--- src/rtl/core/ddo_pkg.sv ---
// Shared types, constants and the arctangent table for the odometry block.
`default_nettype none
package ddo_pkg;

   localparam int unsigned CORDIC_STEPS_DEF = 24;
   localparam logic [15:0] SAMPLE_PERIOD_RST = 16'd5243;

   localparam int unsigned VelW  = 24;
   localparam int unsigned DtW   = 16;
   localparam int unsigned MulAW = 29;
   localparam int unsigned MulBW = 34;
   localparam int unsigned ProdW = MulAW + MulBW;
   localparam int unsigned AngW  = 32;
   localparam int unsigned MidW  = 35;
   localparam int unsigned CorW  = 33;
   localparam int unsigned PosW  = 48;
   localparam int unsigned StepW = 5;

   // angles in 2^-28 rad
   localparam logic signed [31:0] TWO_PI  = 32'sd1686629713;
   localparam logic signed [31:0] PI      = 32'sd843314857;
   localparam logic signed [31:0] HALF_PI = 32'sd421657428;
   localparam logic signed [31:0] CORDIC_K = 32'sd652032874;

   typedef enum logic [3:0] {
      CMD_NONE,
      CMD_LOAD,
      CMD_MUL_P,
      CMD_MUL_Q,
      CMD_MID,
      CMD_REDUCE,
      CMD_ROTATE,
      CMD_MUL_X,
      CMD_MUL_Y,
      CMD_COMMIT
   } op_type;

   typedef struct packed {
      op_type           op;
      logic [StepW-1:0] step;
   } cmd_type;

   typedef struct packed {
      logic mid_ok;   // reduced angle lies in [-pi, pi]
   } status_type;

   // round(atan(2^-i) * 2^28)
   function automatic logic signed [31:0] atan_lut(input logic [StepW-1:0] idx);
      logic signed [31:0] val;
      case (idx)
         5'd0:  val = 32'sd210828714;
         5'd1:  val = 32'sd124459457;
         5'd2:  val = 32'sd65760959;
         5'd3:  val = 32'sd33381290;
         5'd4:  val = 32'sd16755422;
         5'd5:  val = 32'sd8385879;
         5'd6:  val = 32'sd4193963;
         5'd7:  val = 32'sd2097109;
         5'd8:  val = 32'sd1048571;
         5'd9:  val = 32'sd524287;
         5'd29: val = 32'sd1;
         5'd30: val = 32'sd0;
         5'd31: val = 32'sd0;
         default: val = 32'sd1 <<< (5'd28 - idx);
      endcase
      return val;
   endfunction

endpackage
`default_nettype wire

--- src/rtl/core/ddo_ctrl.sv ---
// Sequencer for the odometry datapath: handshakes, multiply order, CORDIC count.
`default_nettype none
module ddo_ctrl
   import ddo_pkg::*;
#(
   parameter int unsigned CORDIC_STEPS = CORDIC_STEPS_DEF
) (
   input  wire logic clock,
   input  wire logic reset,
   input  wire logic req_valid,
   output logic      req_ready,
   output logic      rsp_valid,
   input  wire logic rsp_ready,
   output cmd_type   cmd,
   input  status_type status
);

   localparam int unsigned CntW = $clog2(CORDIC_STEPS);

   typedef enum logic [3:0] {
      S_IDLE, S_MUL_P, S_MUL_Q, S_MID, S_RED, S_ROT, S_MUL_X, S_MUL_Y, S_COMMIT
   } state_type;

   state_type       state_ff, state_in;
   logic [CntW-1:0] cnt_ff, cnt_in;
   logic            rsp_valid_ff, rsp_valid_in;
   logic            out_free;

   assign out_free  = !rsp_valid_ff || rsp_ready;
   assign req_ready = (state_ff == S_IDLE);
   assign rsp_valid = rsp_valid_ff;

   always_comb begin
      state_in     = state_ff;
      cnt_in       = cnt_ff;
      rsp_valid_in = rsp_valid_ff && !rsp_ready;
      cmd.op       = CMD_NONE;
      cmd.step     = StepW'(cnt_ff);
      case (state_ff)
         S_IDLE: begin
            if (req_valid) begin
               cmd.op   = CMD_LOAD;
               state_in = S_MUL_P;
            end
         end
         S_MUL_P: begin
            cmd.op   = CMD_MUL_P;
            state_in = S_MUL_Q;
         end
         S_MUL_Q: begin
            cmd.op   = CMD_MUL_Q;
            state_in = S_MID;
         end
         S_MID: begin
            cmd.op   = CMD_MID;
            state_in = S_RED;
         end
         S_RED: begin
            cmd.op = CMD_REDUCE;
            if (status.mid_ok) begin
               cnt_in   = '0;
               state_in = S_ROT;
            end
         end
         S_ROT: begin
            cmd.op = CMD_ROTATE;
            if (cnt_ff == CntW'(CORDIC_STEPS - 1)) begin
               state_in = S_MUL_X;
            end else begin
               cnt_in = cnt_ff + 1'b1;
            end
         end
         S_MUL_X: begin
            cmd.op   = CMD_MUL_X;
            state_in = S_MUL_Y;
         end
         S_MUL_Y: begin
            cmd.op   = CMD_MUL_Y;
            state_in = S_COMMIT;
         end
         S_COMMIT: begin
            if (out_free) begin
               cmd.op       = CMD_COMMIT;
               rsp_valid_in = 1'b1;
               state_in     = S_IDLE;
            end
         end
         default: state_in = S_IDLE;
      endcase
   end

   always_ff @(posedge clock) begin
      if (reset) begin
         state_ff     <= S_IDLE;
         cnt_ff       <= '0;
         rsp_valid_ff <= 1'b0;
      end else begin
         state_ff     <= state_in;
         cnt_ff       <= cnt_in;
         rsp_valid_ff <= rsp_valid_in;
      end
   end

   a_rsp_hold: assert property (@(posedge clock) disable iff (reset)
      rsp_valid && !rsp_ready |=> rsp_valid)
      else $error("result dropped before taken");
   a_busy_after_accept: assert property (@(posedge clock) disable iff (reset)
      req_valid && req_ready |=> !req_ready)
      else $error("ready while request in flight");
   a_commit_free: assert property (@(posedge clock) disable iff (reset)
      cmd.op == CMD_COMMIT |-> out_free)
      else $error("commit over a pending result");

endmodule
`default_nettype wire

--- src/rtl/core/ddo_dpath.sv ---
// Odometry datapath: shared multiplier, angle reduction, CORDIC and pose registers.
`default_nettype none
module ddo_dpath
   import ddo_pkg::*;
(
   input  wire logic                   clock,
   input  wire logic                   reset,
   input  cmd_type                     cmd,
   output status_type                  status,
   input  wire logic                   csr_wr_en,
   input  wire logic [DtW-1:0]         csr_wr_data,
   input  wire logic signed [VelW-1:0] req_velocity,
   input  wire logic signed [VelW-1:0] req_angular_rate,
   output logic signed [PosW-1:0]      rsp_pos_x,
   output logic signed [PosW-1:0]      rsp_pos_y,
   output logic signed [AngW-1:0]      rsp_heading,
   output logic signed [VelW-1:0]      rsp_vel_echo,
   output logic signed [VelW-1:0]      rsp_rate_echo
);

   logic [DtW-1:0]          dt_ff;
   logic signed [VelW-1:0]  vel_ff, rate_ff, vel_echo_ff, rate_echo_ff;
   logic signed [ProdW-1:0] prod_ff;
   logic signed [MulAW-1:0] d_ff;
   logic signed [MidW-1:0]  mid_ff;
   logic signed [AngW:0]    dtheta_ff;
   logic signed [CorW-1:0]  cx_ff, cy_ff;
   logic signed [AngW-1:0]  z_ff;
   logic                    flip_ff;
   logic signed [PosW-1:0]  dx_ff, x_acc_ff, y_acc_ff;
   logic signed [AngW-1:0]  theta_ff;

   logic signed [MulAW-1:0] mul_a;
   logic signed [MulBW-1:0] mul_b;
   logic signed [ProdW-1:0] prod;
   logic signed [ProdW:0]   prod_x, rnd8, rnd9, rnd12, rnd30;
   logic signed [MulBW-1:0] cos_v, sin_v;
   logic                    mid_above, mid_below;
   logic signed [MidW-1:0]  mid_in_range;
   logic signed [CorW-1:0]  xs, ys;
   logic signed [AngW-1:0]  atan_v;
   logic signed [AngW+1:0]  t0, t1, t2;

   assign cos_v = flip_ff ? -MulBW'(cx_ff) : MulBW'(cx_ff);
   assign sin_v = flip_ff ? -MulBW'(cy_ff) : MulBW'(cy_ff);

   always_comb begin
      case (cmd.op)
         CMD_MUL_P: begin
            mul_a = MulAW'(vel_ff);
            mul_b = $signed({{(MulBW-DtW){1'b0}}, dt_ff});
         end
         CMD_MUL_Q: begin
            mul_a = MulAW'(rate_ff);
            mul_b = $signed({{(MulBW-DtW){1'b0}}, dt_ff});
         end
         CMD_MUL_X: begin
            mul_a = d_ff;
            mul_b = cos_v;
         end
         default: begin
            mul_a = d_ff;
            mul_b = sin_v;
         end
      endcase
   end

   assign prod   = mul_a * mul_b;
   assign prod_x = {prod_ff[ProdW-1], prod_ff};
   assign rnd8   = prod_x + (ProdW+1)'(1 << 7);
   assign rnd9   = prod_x + (ProdW+1)'(1 << 8);
   assign rnd12  = prod_x + (ProdW+1)'(1 << 11);
   assign rnd30  = prod_x + (ProdW+1)'(1 << 29);

   assign mid_above    = mid_ff > MidW'(PI);
   assign mid_below    = mid_ff < -MidW'(PI);
   assign status.mid_ok = !mid_above && !mid_below;
   assign mid_in_range = mid_ff;

   assign xs     = cx_ff >>> cmd.step;
   assign ys     = cy_ff >>> cmd.step;
   assign atan_v = atan_lut(cmd.step);

   // heading update with one correction each way
   assign t0 = (AngW+2)'(theta_ff) + (AngW+2)'(dtheta_ff);
   assign t1 = (t0 >= (AngW+2)'(TWO_PI)) ? t0 - (AngW+2)'(TWO_PI) : t0;
   assign t2 = (t1 <= -(AngW+2)'(TWO_PI)) ? t1 + (AngW+2)'(TWO_PI) : t1;

   always_ff @(posedge clock) begin
      if (reset) begin
         dt_ff    <= SAMPLE_PERIOD_RST;
         x_acc_ff <= '0;
         y_acc_ff <= '0;
         theta_ff <= '0;
      end else begin
         if (csr_wr_en) begin
            dt_ff <= csr_wr_data;
         end
         if (cmd.op == CMD_COMMIT) begin
            x_acc_ff <= x_acc_ff + dx_ff;
            y_acc_ff <= y_acc_ff + PosW'($signed(rnd30[ProdW:30]));
            theta_ff <= t2[AngW-1:0];
         end
      end
   end

   always_ff @(posedge clock) begin
      case (cmd.op)
         CMD_LOAD: begin
            vel_ff  <= req_velocity;
            rate_ff <= req_angular_rate;
         end
         CMD_MUL_P: prod_ff <= prod;
         CMD_MUL_Q: begin
            prod_ff <= prod;
            d_ff    <= rnd12[12 +: MulAW];
         end
         CMD_MID: begin
            dtheta_ff <= rnd8[8 +: AngW+1];
            mid_ff    <= MidW'(theta_ff) + MidW'($signed(rnd9[9 +: AngW]));
         end
         CMD_REDUCE: begin
            if (mid_above) begin
               mid_ff <= mid_ff - MidW'(TWO_PI);
            end else if (mid_below) begin
               mid_ff <= mid_ff + MidW'(TWO_PI);
            end else begin
               cx_ff <= CorW'(CORDIC_K);
               cy_ff <= '0;
               if (mid_in_range > MidW'(HALF_PI)) begin
                  z_ff    <= AngW'(mid_in_range - MidW'(PI));
                  flip_ff <= 1'b1;
               end else if (mid_in_range < -MidW'(HALF_PI)) begin
                  z_ff    <= AngW'(mid_in_range + MidW'(PI));
                  flip_ff <= 1'b1;
               end else begin
                  z_ff    <= AngW'(mid_in_range);
                  flip_ff <= 1'b0;
               end
            end
         end
         CMD_ROTATE: begin
            if (!z_ff[AngW-1]) begin
               cx_ff <= cx_ff - ys;
               cy_ff <= cy_ff + xs;
               z_ff  <= z_ff - atan_v;
            end else begin
               cx_ff <= cx_ff + ys;
               cy_ff <= cy_ff - xs;
               z_ff  <= z_ff + atan_v;
            end
         end
         CMD_MUL_X: prod_ff <= prod;
         CMD_MUL_Y: begin
            prod_ff <= prod;
            dx_ff   <= PosW'($signed(rnd30[ProdW:30]));
         end
         CMD_COMMIT: begin
            vel_echo_ff  <= vel_ff;
            rate_echo_ff <= rate_ff;
         end
         default: ;
      endcase
   end

   assign rsp_pos_x     = x_acc_ff;
   assign rsp_pos_y     = y_acc_ff;
   assign rsp_heading   = theta_ff;
   assign rsp_vel_echo  = vel_echo_ff;
   assign rsp_rate_echo = rate_echo_ff;

   a_rot_in_range: assert property (@(posedge clock) disable iff (reset)
      cmd.op == CMD_ROTATE |-> status.mid_ok)
      else $error("rotation on unreduced angle");

endmodule
`default_nettype wire

--- src/rtl/core/diff_drive_odometry.sv ---
// Top level of the differential-drive odometry pose integrator.
//
//  channel  | ports                               | direction | meaning
//  ---------+-------------------------------------+-----------+---------------------------
//  req      | req_valid/ready, velocity, ang rate | in        | one tick request (v, w)
//  rsp      | rsp_valid/ready, pos_x/y, heading.. | out       | pose after tick, v/w echo
//  csr      | csr_wr_en, csr_wr_data              | in        | sample period dt (2^-20 s)
//
// From accept to the next accept a request runs through two setup multiplies, a
// midpoint add, the angle reduction (repeated until the midpoint lies in [-pi, pi]),
// one CORDIC step per cycle on the single shift-add unit, two multiplies on the
// shared multiplier, the commit (which waits for a free output) and the idle state
// for the accept; one request is in flight at a time.
// Synchronous active-high reset clears the pose to zero and dt to 5243.
// A new request is taken while the last result still waits on rsp_ready; the
// commit of the next pose waits until that result has been taken.
`default_nettype none
module diff_drive_odometry
   import ddo_pkg::*;
#(
   parameter int unsigned CORDIC_STEPS = CORDIC_STEPS_DEF
) (
   input  wire logic                   clock,
   input  wire logic                   reset,
   input  wire logic                   req_valid,
   output logic                        req_ready,
   input  wire logic signed [VelW-1:0] req_velocity,
   input  wire logic signed [VelW-1:0] req_angular_rate,
   output logic                        rsp_valid,
   input  wire logic                   rsp_ready,
   output logic signed [PosW-1:0]      rsp_pos_x,
   output logic signed [PosW-1:0]      rsp_pos_y,
   output logic signed [AngW-1:0]      rsp_heading,
   output logic signed [VelW-1:0]      rsp_vel_echo,
   output logic signed [VelW-1:0]      rsp_rate_echo,
   input  wire logic                   csr_wr_en,
   input  wire logic [DtW-1:0]         csr_wr_data
);

   cmd_type    cmd;
   status_type status;

   // sequencing: handshakes, step count, commit gating
   ddo_ctrl #(
      .CORDIC_STEPS(CORDIC_STEPS)
   ) u_ctrl (
      .clock     (clock),
      .reset     (reset),
      .req_valid (req_valid),
      .req_ready (req_ready),
      .rsp_valid (rsp_valid),
      .rsp_ready (rsp_ready),
      .cmd       (cmd),
      .status    (status)
   );

   // arithmetic and pose state
   ddo_dpath u_dpath (
      .clock            (clock),
      .reset            (reset),
      .cmd              (cmd),
      .status           (status),
      .csr_wr_en        (csr_wr_en),
      .csr_wr_data      (csr_wr_data),
      .req_velocity     (req_velocity),
      .req_angular_rate (req_angular_rate),
      .rsp_pos_x        (rsp_pos_x),
      .rsp_pos_y        (rsp_pos_y),
      .rsp_heading      (rsp_heading),
      .rsp_vel_echo     (rsp_vel_echo),
      .rsp_rate_echo    (rsp_rate_echo)
   );

endmodule
`default_nettype wire

--- config.mk ---
export PLATFORM = sky130hd
export DESIGN_NAME = diff_drive_odometry
export DESIGN_NICKNAME = d
export VERILOG_FILES = /design/src/rtl/core/ddo_pkg.sv /design/src/rtl/core/ddo_ctrl.sv /design/src/rtl/core/ddo_dpath.sv /design/src/rtl/core/diff_drive_odometry.sv
export SDC_FILE = /design/constraint.sdc
export NUM_CORES = 2
export LEC_CHECK = 0
export ABC_AREA = 1
export BUFFER_PORTS_ARGS = -buffer_cell sky130_fd_sc_hd__buf_2
export CAP_MARGIN = 20
export CORE_MARGIN = 3
export CORE_UTILIZATION = 45
export DETAILED_ROUTE_END_ITERATION = 10
export PLACE_DENSITY = 0.71
export SLEW_MARGIN = 25
export SYNTH_ARGS = -nofsm -noshare
export SYNTH_HDL_FRONTEND = slang
export SYNTH_SLANG_ARGS = --single-unit
--- constraint.sdc ---
create_clock -name clock -period 28.8 [get_ports clock]
set_clock_uncertainty 0.2 [all_clocks]
set_input_delay 1.44 -clock clock [delete_from_list [all_inputs] [get_ports clock]]
set_output_delay 1.44 -clock clock [all_outputs]
set_load 0.005 [all_outputs]
Word-level counts from Yosys, hierarchy flattened
Cells that the tools add are included.
{"block": "word_totals", "register_bits": 543, "input_bits": 69, "elab_cells": 152}
{"block": "op_classes", "add_sub_neg": 24, "multipliers": 1, "magnitude_cmp": 6, "n_eq_ne": 38, "shifts": 3, "muxes": 38, "n_bitwise": 2, "reduce_logical": 20}
{"operator": "case mux 32 bit (12 select lines)", "count": 1}
{"operator": "two-way mux 33 bit", "count": 6}
{"operator": "two-way mux 32 bit", "count": 6}
{"operator": "case mux 33 bit (2 select lines)", "count": 2}
{"operator": "two-way mux 34 bit", "count": 3}
{"operator": "adder 48 x 34 -> 48 bit", "count": 2}
{"operator": "case mux 4 bit (9 select lines)", "count": 2}
{"operator": "two-way mux 35 bit", "count": 2}
{"operator": "case mux 35 bit (2 select lines)", "count": 1}
{"operator": "negator 33 -> 34 bit", "count": 2}
{"operator": "case mux 34 bit (2 select lines)", "count": 1}
{"operator": "adder 33 bit", "count": 2}
{"operator": ">>> shifter 33 x 5 -> 33 bit", "count": 2}
{"operator": "subtractor 33 bit", "count": 2}
{"operator": "adder 63 x 31 -> 64 bit (second input constant)", "count": 1}
{"operator": "case mux 32 bit (2 select lines)", "count": 1}
{"operator": "multiplier 29 x 34 -> 63 bit", "count": 1}
{"operator": "case mux 29 bit (2 select lines)", "count": 1}
{"operator": "adder 41 x 10 -> 41 bit (second input constant)", "count": 1}
{"operator": "adder 41 x 13 -> 41 bit (second input constant)", "count": 1}
{"operator": "adder 41 x 9 -> 41 bit (second input constant)", "count": 1}
{"operator": "adder 35 x 32 -> 35 bit (second input constant)", "count": 1}
{"operator": "greater-than comparator 35 x 30 -> 1 bit (second input constant)", "count": 1}
{"operator": "greater-than comparator 35 x 31 -> 1 bit (second input constant)", "count": 1}
{"operator": "other kinds (44)", "count": 88}

Longest topological paths before layout
{"block": "logic_depth", "depth_word": 8, "ltp_mapped": 49}

Cells and area by module
Synthesis repeated with hierarchy kept, for this count alone.
{"block": "hier_totals", "cells_unflattened": 10969, "hier_area_um2": 81683.3}
{"module": "ddo_dpath", "instances": 1, "cells_per_inst": 10870, "area_each_um2": 81032.7, "seq_area_each_um2": 14353.8}
{"module": "ddo_ctrl", "instances": 1, "cells_per_inst": 99, "area_each_um2": 650.6, "seq_area_each_um2": 200.2}

Least setup slack after synthesis
Ideal clock, no wire load.
{"block": "synth_timing", "path_kind": "input to register", "startpoint": "in rsp_ready", "endpoint": "reg u_dpath.prod_ff[61], data pin", "t_arrival_ps": 9526, "t_required_ps": 28334, "slack_ps": 18808, "path_stages": 41, "n_path_buf": 4, "path_cell_list": "inv_1 > nand2_1 > nand2_1 > nand3_1 > inv_1 > clkbuf_1 > clkbuf_1 > nand2_1 > o211ai_1 > clkbuf_1 > buf_1 > nand2_1 > fa_1 > inv_1 > fa_1 > fa_1 > inv_1 > fa_1 > [5 not listed] > fa_1 > inv_1 > ha_1 > nand2_1 > nor2_1 > inv_1 > nor2_1 > nand4_1 > o21ai_0 > nand2_1 > nand2_1 > a21oi_1 > o21ai_0 > nand3_1 > nand2_1 > nand2_1 > o2111ai_1 > xor2_1"}
{"block": "synth_between", "elab_chain_cells": 7}
{"item": "start, declared", "line": "diff_drive_odometry.sv:30", "source": "input wire logic rsp_ready,"}
{"item": "logical OR 1 bit *", "line": "ddo_ctrl.sv:29", "source": "assign out_free = !rsp_valid_ff || rsp_ready;"}
{"item": "two-way mux 4 bit *", "line": "ddo_ctrl.sv:82", "source": "if (out_free) begin"}
{"item": "case mux 4 bit (9 select lines) *", "line": "ddo_ctrl.sv:39", "source": "case (state_ff)"}
{"item": "equality test 4 x 2 -> 1 bit", "line": "ddo_dpath.sv:48", "source": "case (cmd.op)"}
{"item": "OR reduction 2 bit (no line)"}
{"item": "case mux 34 bit (2 select lines)", "line": "ddo_dpath.sv:48"}
{"item": "multiplier 29 x 34 -> 63 bit *", "line": "ddo_dpath.sv:68", "source": "assign prod = mul_a * mul_b;"}
{"item": "via u_dpath.prod[61]", "line": "ddo_dpath.sv:35", "source": "logic signed [ProdW-1:0] prod;"}
{"item": "end signal, assigned", "line": "ddo_dpath.sv:113", "source": "CMD_MUL_P: prod_ff <= prod;"}
{"item": "end signal, assigned", "line": "ddo_dpath.sv:115", "source": "prod_ff <= prod;"}
{"item": "end signal, assigned", "line": "ddo_dpath.sv:153", "source": "CMD_MUL_X: prod_ff <= prod;"}
{"item": "end, declared", "line": "ddo_dpath.sv:23", "source": "logic signed [ProdW-1:0] prod_ff;"}
Mark *: on every way through the listed nets, which the timed path passes. The rest lies on a longest branch.
A chain may end at the register's enable or synchronous reset.

Worst setup path after layout
{"block": "layout_timing", "startpoint": "reg u_dpath.cx_ff[0]", "endpoint": "reg u_dpath.prod_ff[59], data pin"}
{"block": "layout_between", "elab_chain_cells": 4}
{"item": "start, declared", "line": "ddo_dpath.sv:27", "source": "logic signed [CorW-1:0] cx_ff, cy_ff;"}
{"item": "start signal, assigned", "line": "ddo_dpath.sv:128", "source": "cx_ff <= CorW'(CORDIC_K);"}
{"item": "start signal, assigned", "line": "ddo_dpath.sv:144", "source": "cx_ff <= cx_ff - ys;"}
{"item": "start signal, assigned", "line": "ddo_dpath.sv:148", "source": "cx_ff <= cx_ff + ys;"}
{"item": "negator 33 -> 34 bit", "line": "ddo_dpath.sv:44", "source": "assign cos_v = flip_ff ? -MulBW'(cx_ff) : MulBW'(cx_ff);"}
{"item": "two-way mux 34 bit *", "line": "ddo_dpath.sv:44"}
{"item": "case mux 34 bit (2 select lines) *", "line": "ddo_dpath.sv:48"}
{"item": "multiplier 29 x 34 -> 63 bit *", "line": "ddo_dpath.sv:68"}
{"item": "via u_dpath.prod[59]", "line": "ddo_dpath.sv:35"}
Marks and branches as above.

==> impl_metrics.env <==
export IMPL_outcome="completed"
export IMPL_cts_hold_buf=0
export IMPL_synthCells=10900
export IMPL_cp_max_fo=27
export IMPL_critPathMostFrequentCell="fa_1"
export IMPL_yosysWarnings=0
export IMPL_cts_root_buf="clkbuf_16"
export IMPL_finalHoldViolCount=0
export IMPL_dr_pass1_iters=8
export IMPL_final_antenna_net_count=0
export IMPL_dp_slack_ns=16.53
export IMPL_gp_congestion=1.02
export IMPL_grt_max_degree=156
export IMPL_hp_class="flip-flop to flip-flop"
export IMPL_numCtsBuffers=70
export IMPL_setup_viol=0
export IMPL_fin_crit_sh=0.431
export IMPL_clock_latency_ns=0.71
export IMPL_rows=156
export IMPL_placedInstanceArea_um2=86000
export IMPL_antenna_found_initial=7
export IMPL_drt_wirelength_per_cell_um=23.3
export IMPL_finalWorstSetupSlack_ns=16.40
export IMPL_drtIter0Drc=7888
export IMPL_cp_end_kind="flip-flop"
export IMPL_fp_coreArea_um2=181000
export IMPL_drv_slew=0
export IMPL_async_flop_share=0
export IMPL_totalNegativeSetupSlack_ns=0
export IMPL_synth_seq_area_share=0.177
export IMPL_overflow=0
export IMPL_synthTopCellsByArea="fa_1 25%, edfxtp_1 14%, nand2_1 11%"
export IMPL_rsz0062_at_grt="false"
export IMPL_track_usage=0.329
export IMPL_cp_start_kind="flip-flop"
export IMPL_mostFrequentLayoutCells="2,298 x nand2_1, 2,187 x inv_1, 1,043 x fa_1"
export IMPL_clockBufferDepth=3
export IMPL_vias=75700
export IMPL_grt_pass1_vias=74600
export IMPL_ys_ff_latch=536
export IMPL_die_y_um=433
export IMPL_cpMaxStageDelayCell="fa_1"
export IMPL_period_minus_slack_ns=12.40
export IMPL_cts_tree="yes"
export IMPL_cts_sinks=536
export IMPL_maxCapViolations=0
export IMPL_synth_edf_count=382
export IMPL_cts_resized=0
export IMPL_critPathKind="flip-flop to flip-flop"
export IMPL_die_area_um2=188000
export IMPL_port_buffers=246
export IMPL_worst_pin_slew_ns=1.23
export IMPL_synthDominantCellAreaShare=0.254
export IMPL_grt_pass1_wl_um=464000
export IMPL_htreeDepth=3
export IMPL_cts_setup_buffers=0
export IMPL_synth_area_um2=82100
export IMPL_vias_per_cell=5.62
export IMPL_drc_errors=0
export IMPL_start_util=0.453
export IMPL_mostFrequentLayoutCell="nand2_1"
export IMPL_finalNetCount=12600
export IMPL_io_pins=247
export IMPL_wl_um=313000
export IMPL_drive_gt1_frac=0.0593
export IMPL_hpwl_um=250000
export IMPL_yosys_cell_types_count=70
export IMPL_syn_to_final_growth_pct=7.68
export IMPL_synth_largest_area_cell="fa_1"
export IMPL_relSlewSlack=0.179
export IMPL_synth_avg_cell_area_um2=7.51
export IMPL_syn_num_nets=12500
export IMPL_clk_pin_slew_ns=0.06
export IMPL_synth_ff_type="edfxtp_1"
export IMPL_die_width_um=433
export IMPL_crit_arrival_ns=12.64
export IMPL_fin_area_um2=88400
export IMPL_cpPeakStageDelay_ns=1.18
export IMPL_cp_required_ns=29.04
export IMPL_fmax_mhz=80.6
## cell type report
type / count / area [µm²]
Clock inverter: 42 / 439
Timing Repair Buffer: 369 / 2150
Tap cell: 2370 / 2970
Fill cell: 17800 / 92700
Antenna cell: 4 / 10.0
Sequential cell: 536 / 14600
Inverter: 2227 / 8370
Clock buffer: 86 / 1920
Multi-Input combinational cell: 7821 / 58000
## metal layers
metal | global-route usage | share of wire | up-vias
li1 | - | - | 34400
met1 | 0.440 | 0.41 | 36700
met2 | 0.502 | 0.43 | 3759
met3 | 0.0694 | 0.10 | 769
met4 | 0.170 | 0.062 | 2
met5 | 0 | 0.000042 | -
## sequential cells by signal, indices dropped and copies added (netlist names), 4 cells and up
name,flops
u_dpath.prod_ff,56
u_dpath.rsp_pos_x,48
u_dpath.rsp_pos_y,48
u_dpath.mid_ff,35
u_dpath.dx_ff,34
u_dpath.cx_ff,33
u_dpath.cy_ff,33
u_dpath.dtheta_ff,33
u_dpath.rsp_heading,32
u_dpath.z_ff,32
u_dpath.d_ff,29
u_dpath.rate_ff,24
u_dpath.rsp_rate_echo,24
u_dpath.rsp_vel_echo,24
u_dpath.vel_ff,24
u_dpath.dt_ff,16
u_ctrl.cnt_ff,5
u_ctrl.state_ff,4
## kinds of logic after synthesis
family                   after synthesis  share of synthesized area
adder cells (fa/ha/maj)             1530                      0.328
AO/OA/AOI/OAI                       1731                      0.119
XOR/XNOR                             462                     0.0496
AND/OR/NAND/NOR                     4046                      0.200
buffers and inverters               2574                      0.119
flip-flops                           536                      0.177
multiplexers                          52                    0.00635
## cells in the mapped netlist, drive strengths merged (75+ instances only)
library cell,number
nand2,2325
inv,2210
fa,1043
nor2,1037
o21ai,688
a21oi,596
ha,487
edfxtp,382
nand3,361
xor2,359
clkbuf,297
dfxtp,154
nor3,125
xnor2,103
o21bai,93
a31oi,79
nand4,75
## through the flow
step,util,std cells,hold slack [ns]
floorplan,-,10900,0.225
global placement,0.475,13300,0.235
detailed placement,0.475,13300,0.238
CTS,0.488,13500,0.260
global route,0.488,13500,0.272
finish,0.488,13500,0.258
## worst paths after layout
path	startpoint	to	slack, ns	depth (start not counted)
max	u_dpath.cx_ff[0]	u_dpath.prod_ff[59]	16.40	40
min	u_dpath.rate_ff[20]	u_dpath.rsp_rate_echo[20]	0.26	0
max reg2reg	u_dpath.cx_ff[0]	u_dpath.prod_ff[59]	16.40	40
min reg2reg	u_dpath.rate_ff[20]	u_dpath.rsp_rate_echo[20]	0.26	0
## worst max-delay path, delay by kind of cell (launching register included)
kind	cells	cell delay, ns
AND/OR/NAND/NOR	17	3.04
adder cells (fa/ha/maj)	9	5.61
buffers and inverters	8	1.45
flip-flops	1	0.51
AO/OA/AOI/OAI	6	1.34
Power is not shown: default switching activity piles up to over one toggle a cycle in this logic, so the estimate is an artifact.
